### src/hw/rtl/gmdf_ram.sv
`timescale 1ns / 1ps

module gmdf_ram #(
    parameter int WIDTH = 16,
    parameter int DEPTH = 256
) (
    input  logic                     i_clk,
    input  logic                     i_we,
    input  logic [$clog2(DEPTH)-1:0] i_wr_addr,
    input  logic [WIDTH-1:0]         i_wr_data,
    input  logic                     i_rd_en,
    input  logic [$clog2(DEPTH)-1:0] i_rd_addr,
    output logic [WIDTH-1:0]         o_rd_data
);

    logic [WIDTH-1:0] r_mem [DEPTH];
    logic [WIDTH-1:0] r_rd_data;

    always_ff @(posedge i_clk) begin
        if (i_we) begin
            r_mem[i_wr_addr] <= i_wr_data;
        end
        if (i_rd_en) begin
            r_rd_data <= r_mem[i_rd_addr];
        end
    end

    assign o_rd_data = r_rd_data;

endmodule

### config.mk
export PLATFORM = sky130hd
export DESIGN_NAME = gmdf_ram
export DESIGN_NICKNAME = d
export VERILOG_FILES = /design/src/hw/rtl/gmdf_ram.sv
export SDC_FILE = /design/constraint.sdc
export NUM_CORES = 2
export LEC_CHECK = 0
export ABC_AREA = 1
export BUFFER_PORTS_ARGS = -buffer_cell sky130_fd_sc_hd__buf_2
export CAP_MARGIN = 15
export CORE_MARGIN = 2
export CORE_UTILIZATION = 30
export CTS_CLUSTER_SIZE = 10
export DETAILED_ROUTE_END_ITERATION = 8
export PLACE_DENSITY = 0.53
export SLEW_MARGIN = 20
export SYNTH_ARGS = -nofsm -noshare
export SYNTH_HDL_FRONTEND = slang
export SYNTH_SLANG_ARGS = --single-unit
### constraint.sdc
create_clock -name i_clk -period 2.35 [get_ports i_clk]
set_input_delay 0.47 -clock i_clk [delete_from_list [all_inputs] [get_ports i_clk]]
set_output_delay 0.47 -clock i_clk [all_outputs]
set_load 0.01 [all_outputs]
==> impl_metrics.prom <==
# TYPE chip_impl_metric gauge
chip_impl_metric{name="number_of_max_slew_violations_in_the_final_report",unit=""} 0
chip_impl_info{name="holdCritPathClass",value="in -> reg"} 1
chip_impl_metric{name="worstPathRequired",unit="ps"} 1880
chip_impl_info{name="crit_path_end_kind",value="primary output"} 1
chip_impl_metric{name="overflow",unit=""} 0
chip_impl_metric{name="path_clk_slew",unit="ps"} 60
chip_impl_info{name="worst_path_dominant_cell_family",value="flip-flops"} 1
chip_impl_metric{name="first_pass_iters",unit=""} 6
chip_impl_metric{name="maximum_count_of_clock_buffers_along_a_single_path",unit=""} 4
chip_impl_info{name="rsz0062_at_grt",value="yes"} 1
chip_impl_metric{name="post_synthesis_sequential_element_count",unit=""} 4112
chip_impl_metric{name="layout-drive-gt1-share",unit=""} 0.130
chip_impl_metric{name="route.vias.total",unit=""} 111000
chip_impl_metric{name="number_of_global_route_vias_before_repair",unit=""} 106000
chip_impl_metric{name="synth.distinct_cells",unit=""} 14
chip_impl_metric{name="route.detailed.vias_per_inst",unit=""} 5.05
chip_impl_metric{name="fp.coreArea",unit="mm2"} 0.552
chip_impl_metric{name="dieWidth",unit="um"} 748
chip_impl_info{name="cts_tree",value="yes"} 1
chip_impl_metric{name="global_route.usage.total",unit=""} 0.185
chip_impl_metric{name="timing.max_cap.violations",unit=""} 0
chip_impl_metric{name="placementRows",unit=""} 273
chip_impl_metric{name="fillers",unit=""} 52900
chip_impl_metric{name="synthCells",unit=""} 13600
chip_impl_info{name="synth.top_cells.by_area",value="edfxtp_1 74%, nand3_1 12%, nand2_1 9.5%"} 1
chip_impl_metric{name="tritoncts_num_sinks",unit=""} 4112
chip_impl_metric{name="timing.critical_path.fanout_max",unit=""} 1
chip_impl_metric{name="layout_worst_path_cycle_share",unit=""} 1.12
chip_impl_metric{name="peakVddDrop",unit="V"} 0.000670
chip_impl_metric{name="grt_first_pass_wirelength",unit="mm"} 768
chip_impl_metric{name="wl",unit="mm"} 537
chip_impl_metric{name="setup-violations-final",unit=""} 16
chip_impl_metric{name="timing.final.hold_violations",unit=""} 0
chip_impl_metric{name="syn-cell-area",unit="mm2"} 0.166
chip_impl_metric{name="sequential_to_total_area_share_from_yosys_stat",unit=""} 0.744
chip_impl_metric{name="htreeDepth",unit=""} 5
chip_impl_metric{name="syn2layout_area_growth",unit="%"} 20.4
chip_impl_metric{name="data_arrival_critical_path",unit="ps"} 2150
chip_impl_metric{name="final_cell_area",unit="mm2"} 0.200
chip_impl_metric{name="postRouteAntennaNets",unit=""} 0
chip_impl_info{name="outcome",value="complete, but fails checks"} 1
chip_impl_info{name="worstSetupPathType",value="reg -> out"} 1
chip_impl_metric{name="gp_congestion",unit=""} 0.868
chip_impl_metric{name="die_height",unit="um"} 748
chip_impl_metric{name="synthDominantCellAreaShare",unit=""} 0.744
chip_impl_metric{name="clk-insertion-delay-late",unit="ps"} 1050
chip_impl_metric{name="timing.final.crit_period",unit="ps"} 2620
chip_impl_metric{name="max_freq",unit="MHz"} 382
chip_impl_metric{name="tightestPinTransition",unit="ps"} 1210
chip_impl_metric{name="fin_worst_hold_slack",unit="ps"} 90.0
chip_impl_metric{name="maximum_number_of_pins_on_one_net_before_global_route_repair",unit=""} 102
chip_impl_metric{name="place_hpwl",unit="mm"} 338
chip_impl_metric{name="detail_route.drc_violations",unit=""} 0
chip_impl_metric{name="place_worst_setup_slack",unit="ps"} -1330
chip_impl_metric{name="grt_util_met3",unit=""} 0.0290
chip_impl_metric{name="final_util",unit=""} 0.362
chip_impl_metric{name="initial_core_utilization",unit=""} 0.301
chip_impl_metric{name="critPathMaxStageDelay",unit="ps"} 870
chip_impl_metric{name="syn_avg_cell_area",unit="um2"} 12.2
chip_impl_metric{name="nets",unit=""} 14500
chip_impl_metric{name="cp_num_buf_inv",unit=""} 1
chip_impl_metric{name="postPlaceCellArea",unit="mm2"} 0.186
chip_impl_metric{name="pin_count",unit=""} 51
chip_impl_info{name="crit_path_top_delay_cell",value="edfxtp_1"} 1
chip_impl_metric{name="cts_setup_buffers",unit=""} 0
chip_impl_metric{name="finalWorstSetupSlack",unit="ps"} -271
chip_impl_metric{name="synthesis.yosys.warnings",unit=""} 0
chip_impl_metric{name="detail_route.wl_per_cell",unit="um"} 24.5
chip_impl_metric{name="p_per_area",unit="mW/mm2"} 784
chip_impl_metric{name="postSynthNetCount",unit=""} 13700
chip_impl_info{name="setup.worst_path.start_class",value="flop"} 1
chip_impl_metric{name="io_buffers",unit=""} 50
chip_impl_metric{name="leakage",unit="uW"} 0.0698
chip_impl_info{name="violations",value="negative setup slack"} 1
chip_impl_info{name="grt_busiest_layer",value="met2"} 1
chip_impl_info{name="cts.root.buffer_cell",value="clkbuf_16"} 1
chip_impl_metric{name="drtIter0Drc",unit=""} 12800
chip_impl_metric{name="met2_resource_use_gr",unit=""} 0.297
chip_impl_metric{name="grt_antenna_before_repair",unit=""} 28
chip_impl_metric{name="timing.slew.headroom",unit=""} 0.190
chip_impl_metric{name="die-area",unit="mm2"} 0.559
chip_impl_metric{name="total_clock_buffers_created_by_cts",unit=""} 464
chip_impl_metric{name="timing.clock.skew",unit="ps"} 80.0
chip_impl_info{name="critical_path.cell_chain",value="buf_6"} 1
chip_impl_info{name="area_leader_netlist",value="edfxtp_1"} 1
chip_impl_metric{name="groute.layer.met1.usage",unit=""} 0.260
==> timing repair <==
| action | in CTS | in global routing |
|---|---|---|
| hold endpoints to repair | 437 | 0 |
| gates cloned | 0 | 3 |
| resized for setup | 30 | 24 |
| hold buffers | 16 | 0 |
| setup endpoints to repair | 21 | 26 |
==> final cells by class <==
cell class	count	area, um2	area share
flip-flops and latches	4112	123000	0.618
multi-input cells	8529	37300	0.187
repair buffers	1365	16800	0.0841
clock buffers	538	11900	0.0595
well taps	7287	9120	0.0457
clock inverters	62	892	0.00447
inverters	39	200	0.00100
diodes	18	45.0	0.000226
==> synthesized netlist by cell type, drive strengths merged <==
| cell | n |
|---|---|
| clkbuf | 154 |
| nand3 | 4035 |
| nand2 | 4211 |
| buf | 783 |
| inv | 39 |
| nor2 | 283 |
| edfxtp | 4112 |
==> worst reg2reg max path, delay by kind of cell, from the launching register on <==
family        cells  cell delay [ps]
buf+inv           1              140
flops             1              370
simple gates     10             1590
==> flip-flops by register name, indices dropped and copies added (netlist names) <==
register,count
o_rd_data,16
r_mem,4096
==> path summary, 6_finish.rpt <==
path | slack, ps | cells after the start | end | startpoint
worst min register to register | 1140 | 10 | o_rd_data[1] | r_mem[116][1]
worst max register to register | 20 | 11 | o_rd_data[2] | r_mem[63][2]
worst max-delay path | -270 | 1 | o_rd_data[13] | o_rd_data[13]
worst min-delay path | 90 | 2 | o_rd_data[8] | i_rd_en
==> logic make-up (layout without fill, tap and decap cells) <==
family,count (synthesis),count (layout),synth area share
buffers and inverters,976,2004,0.0321
and+or+nand+nor,8529,8529,0.223
DFF,4112,4112,0.744
other,0,18,0
==> stage by stage <==
step                std cells  total power, uW  setup TNS, ps
detailed placement      21300            94000         -17160
finish                  22000           157000          -1450
CTS                     21900           157000          -2240
floorplan               13600            87500              0
global route            21900           161000          -1810
global placement        21300            93900         -17260
==> cells in the final DEF (no fill, tap or decap) <==
cell type	instances
buf_12	497
buf_16	3
buf_2	16
buf_4	791
buf_6	19
buf_8	20
bufinv_16	2
clkbuf_1	74
clkbuf_16	467
clkinv_1	25
clkinv_16	17
clkinv_2	7
clkinv_8	3
clkinvlp_4	2
diode_2	18
dlygate4sd3_1	16
edfxtp_1	4112
inv_1	32
inv_16	8
inv_6	3
inv_8	2
nand2_1	4193
nand2_2	18
nand3_1	4017
nand3_2	16
nand3_4	2
nor2_1	267
nor2_2	16
==> per-layer routing <==
layer,part of all wire,vias to the layer above
li1,-,50300
met1,0.43,55600
met2,0.47,4266
met3,0.072,734
met4,0.030,4
met5,0.000039,-
==> power by group <==
part	leakage (uW)	internal, uW	switching, uW	total, uW
logic	0.0267	3530	8020	11500
registers	0.0370	80900	160	81100
clock network	0.00618	35600	28400	64000
total	0.0698	120000	36600	157000
Power figures use the tool's default switching activity.
